**src/rtl/core/tae_pkg.sv**
```systemverilog
`timescale 1ns / 1ps
package tae_pkg;

  localparam int POWER_WIDTH = 16;
  localparam int SUM_W  = POWER_WIDTH + 3;
  localparam int MW_W   = POWER_WIDTH + 2;
  localparam int LOAD_W = 20;
  localparam int B_W    = (MW_W > LOAD_W) ? MW_W : LOAD_W;
  localparam int DT_W   = 34;
  localparam int MM_W   = (POWER_WIDTH > 16) ? POWER_WIDTH : 16;
  localparam int DIV_W  = 30;

  localparam logic [DIV_W-1:0] NS_PER_S = DIV_W'(1000000000);
  localparam logic [DIV_W-1:0] BASE_K   = DIV_W'(1000);
  localparam logic [DIV_W-1:0] BASE_M   = DIV_W'(1000000);
  localparam logic [8:0]       HALF_UW  = 9'd500;

  localparam logic MODE_READ = 1'b1;

  // Read map
  localparam logic [4:0] SEL_SYS   = 5'd0;
  localparam logic [4:0] SEL_GPU   = 5'd5;
  localparam logic [4:0] SEL_BRD   = 5'd10;
  localparam logic [4:0] SEL_GLI   = 5'd15;
  localparam logic [4:0] SEL_EMI   = 5'd17;
  localparam logic [4:0] SEL_MM    = 5'd19;
  localparam logic [4:0] SEL_TIME  = 5'd25;
  localparam logic [4:0] SEL_LIMIT = 5'd29;

  typedef struct packed {
    logic                   is_read;
    logic [4:0]             sel;
    logic [31:0]            ts;
    logic [29:0]            tn;
    logic [POWER_WIDTH-1:0] cpu;
    logic [POWER_WIDTH-1:0] gpu;
    logic [POWER_WIDTH-1:0] mem;
    logic [POWER_WIDTH-1:0] brd;
    logic [9:0]             gl;
    logic [11:0]            gc;
    logic [19:0]            el;
  } item_t;

  // Carry base of each normalization step: fJ->pJ, pJ->uJ, uJ->mJ, mJ->J
  function automatic logic [DIV_W-1:0] carry_base(input logic [1:0] step);
    logic [DIV_W-1:0] b;
    case (step)
      2'd1:    b = BASE_M;
      default: b = BASE_K;
    endcase
    return b;
  endfunction

endpackage

```
**src/rtl/core/tae_front.sv**
```systemverilog
`timescale 1ns / 1ps
module tae_front (
  input  logic          clk,
  input  logic          rst,
  input  logic          push,
  output logic          full,
  input  logic          mode,
  input  tae_pkg::item_t raw_item,
  output logic          head_valid,
  output tae_pkg::item_t head_item,
  input  logic          head_take
);
  import tae_pkg::*;

  item_t      q [2];
  logic       wp, rp;
  logic [1:0] cnt;
  logic       wr_en, rd_en;
  item_t      cls_item;

  // Classify: mark reads so the back end can branch on one bit
  always_comb begin
    cls_item = raw_item;
    cls_item.is_read = (mode == MODE_READ);
  end

  assign full       = (cnt == 2'd2);
  assign head_valid = (cnt != 2'd0);
  assign head_item  = q[rp];
  assign wr_en      = push && !full;
  assign rd_en      = head_take && head_valid;

  // Two-entry transaction queue
  always_ff @(posedge clk) begin
    if (rst) begin
      wp  <= 1'b0;
      rp  <= 1'b0;
      cnt <= 2'd0;
    end else begin
      if (wr_en) wp <= ~wp;
      if (rd_en) rp <= ~rp;
      if (wr_en && !rd_en) cnt <= cnt + 2'd1;
      else if (!wr_en && rd_en) cnt <= cnt - 2'd1;
    end
  end

  always_ff @(posedge clk) begin
    if (wr_en) q[wp] <= cls_item;
  end

endmodule

```
**config.mk**
```make
export PLATFORM = sky130hd
export DESIGN_NAME = tae_front
export DESIGN_NICKNAME = d
export VERILOG_FILES = /design/src/rtl/core/tae_pkg.sv /design/src/rtl/core/tae_front.sv
export SDC_FILE = /design/constraint.sdc
export NUM_CORES = 1
export LEC_CHECK = 0
export ABC_AREA = 1
export BUFFER_PORTS_ARGS = -buffer_cell sky130_fd_sc_hd__buf_2
export CAP_MARGIN = 10
export CORE_MARGIN = 10
export CORE_UTILIZATION = 52
export DETAILED_ROUTE_END_ITERATION = 10
export PLACE_DENSITY_LB_ADDON = 0.08
export SLEW_MARGIN = 40
export SYNTH_ARGS = -nofsm -noshare
export SYNTH_HDL_FRONTEND = slang
export SYNTH_SLANG_ARGS = --single-unit
```
**constraint.sdc**
```tcl
create_clock -name clk -period 15.3 [get_ports clk]
set_input_delay 4.59 -clock clk [delete_from_list [all_inputs] [get_ports clk]]
set_output_delay 4.59 -clock clk [all_outputs]
set_load 0.02 [all_outputs]
```
==> impl_results.md <==
- Status: finished clean
- Setup Skew: 0.00747 ns
- Worst endpoint data arrival time: 2.23 ns
- Initial antenna violation count: 8
- Reg area: 0.0106 mm²
- Most Used Layer, Global Route: met2
- Resized cells post-CTS: 0
- Commonest cells after routing, fill and taps aside: 353 x buf_2, 348 x edfxtp_1, 174 x mux2_2, 37 x clkbuf_16, 11 x clkbuf_1
- Post-synthesis sequential area ratio: 82.1%
- Setup Viol. Count Final: 0
- Post-Syn Area per Cell: 22.2 µm²
- Top Family by Delay on Critical Path: buffers and inverters
- Commonest non-fill, non-tap cell in the layout: buf_2
- Std cell rows: 57
- Pleak: 5.96 nW
- CTS Sinks: 353
- Syn nets: 758
- CP max stage delay: 0.49 ns
- Count of input and output buffers: 353
- #FFs+latches synth: 353
- Mapped Area: 0.0129 mm²
- Root Buffer: clkbuf_16
- Number of fill cells: 1733
- Crit path max fanout: 58
- Post-Syn Instances: 578
- Chip width: 177 µm
- # DRC: 0
- Antenna-violating nets left: 0
- CTS max path bufs: 3
- Vias in the first global route: 7111
- RSZ-0062 raised after global routing: false
- Max-Cap Viols: 0
- Post-CTS setup repair buffer count: 0
- Via count: 6570
- Vias per std cell: 5.01
- Layout Nets: 1138
- GRT overflow: 0
- DRT iter0 DRCs: 339
- Worst path required time: 10.71 ns
- Aggregate global-route resource usage: 17.0%
- Kind of critical path: register to output port
- Crit. End Element: output port
- Core Box Area: 0.0243 mm²
- Hold buffers post-CTS: 0
- Relative slew margins: 46.0%
- Multi-input logic area: 0.00208 mm²
- Reg clk slew, reported paths: 0.06 ns
- Total Wirelength: 27900 µm
- Fin crit share: 44.6%
- Drt wl/cell: 21.2 µm
- Die Height: 177 µm
- Sum of negative setup slack: 0 ns
- Core Util, Final: 65.7%
- CTS Buf Count: 35
- Slew Viols, Final: 0
- Detailed Place HPWL: 19700 µm
- CTS tree: yes
- Placer Congestion: 0.753
- Power density over the cells: 169 mW/mm²
- I/O Pins: 355
- Largest net degree at the start of global routing: 88
- Measured slew at the worst slew-check pin: 0.802 ns
- CP bufs+invs: 3
- Netlist cell types: 13
- First-pass GRT wire length: 40400 µm
- Starting Density: 52.9%
- GR met3 Demand/Resource: 7.55%
- GR Layer Usage met1: 18.0%
- Achievable Freq: 147 MHz
- Endpoints failing hold: 0
- Yosys warnings: 0
- Share of cells above drive strength 1: 59.3%
- Area grow syn2layout: 24.3%
- CP max stage cell: dfxtp_4
- Hold WC Path Type: register to register
- Die area: 0.0314 mm²
- Worst-path cell chain: buf_6 > buf_16 > mux2_2 > buf_2
- Period minus WS final: 6.82 ns
- H-tree levels: 2
- Clk_lat worst skew: 0.50 ns
- Grt met2 use: 29.0%
- Worst Setup Start Kind: register
- Maximum VDD drop: 110 µV
- DR pass1 iterations: 4
worst register-to-register path, cell delays in order (launching register included):
cell and delay [ns]:
dfxtp_1 0.31, inv_1 0.11, o21ai_0 0.27, nor2_4 0.52, buf_4 0.53, buf_4 0.65
kinds of logic (layout without fill, tap and decap cells):
logic type               Yosys count  in the layout  synth area share (%)
buffers and inverters             27            429                  1.85
flip-flops                       353            353                  82.1
other                              0              8                     0
AO/OA/AOI/OAI                      5              5                 0.195
AND/OR/NAND/NOR                   18             18                 0.565
adder cells (fa/ha/maj)            1              1                0.0973
multiplexers                     174            174                  15.2
power breakdown:
group / total [mW] / leakage (nW) / internal [mW] / switching, mW
Sequential: 1.26 / 3.29 / 1.22 / 0.0336
Clock: 0.760 / 0.498 / 0.440 / 0.320
Combinational: 0.680 / 2.18 / 0.253 / 0.428
Total: 2.70 / 5.96 / 1.92 / 0.782
through the flow:
| stage | hold slack, ns | cell area [µm²] | instances | power, mW | setup WS, ns |
|---|---|---|---|---|---|
| final | 0.518 | 16000 | 1312 | 2.70 | 8.48 |
| after global routing | 0.579 | 16000 | 1308 | 2.82 | 8.36 |
| after CTS | 0.515 | 15900 | 1302 | 2.73 | 8.38 |
| after detailed placement | 0.501 | 14900 | 1243 | 1.96 | 8.18 |
| after global placement | 0.482 | 14900 | 1243 | 1.94 | 8.29 |
| after floorplan | 0.465 | 12900 | 578 | 1.78 | 2.63 |
worst paths after layout:
kind / from / endpoint / slack (ns) / cells after the start
worst max-delay path: register / head_item[153] / 8.48 / 4
worst min-delay path: rp / rp / 0.52 / 2
worst max register to register: cnt[1] / q[0][97] / 12.48 / 5
worst min register to register: rp / rp / 0.52 / 2
synthesized netlist by cell type (all sizes together):
cell type | count | share of area [%]
buf | 19 | 1.6
nand4 | 1 | 0.049
nor2 | 8 | 0.23
edfxtp | 348 | 81
dfxtp | 5 | 0.78
nand3 | 2 | 0.078
inv | 8 | 0.23
a21oi | 2 | 0.078
mux2 | 174 | 15
o21ai | 3 | 0.12
ha | 1 | 0.097
nand2 | 7 | 0.20
flip-flops by register name (all words and copies together) (netlist names), named ones only:
| name | flops |
|---|---|
| q | 348 |
| wp | 1 |
| cnt | 2 |
| rp | 1 |
per-layer routing:
| metal | vias up | wire length, µm | share of wire [%] |
|---|---|---|---|
| met2 | 261 | 14200 | 51 |
| met1 | 3204 | 9700 | 35 |
| met5 | - | 12 | 0.043 |
| met4 | 2 | 826 | 3.0 |
| met3 | 54 | 3110 | 11 |
| li1 | 3049 | - | - |
layout make-up:
cell class	count	share of cell area, %
Inverter	8	0.188
Clock inverter	11	0.297
Antenna cell	8	0.125
Sequential cell	353	66.0
Clock buffer	48	6.05
Timing Repair Buffer	362	11.7
Tap cell	324	2.54
Multi-Input combinational cell	198	13.0
No activity file was read; power rests on OpenSTA's default activity.
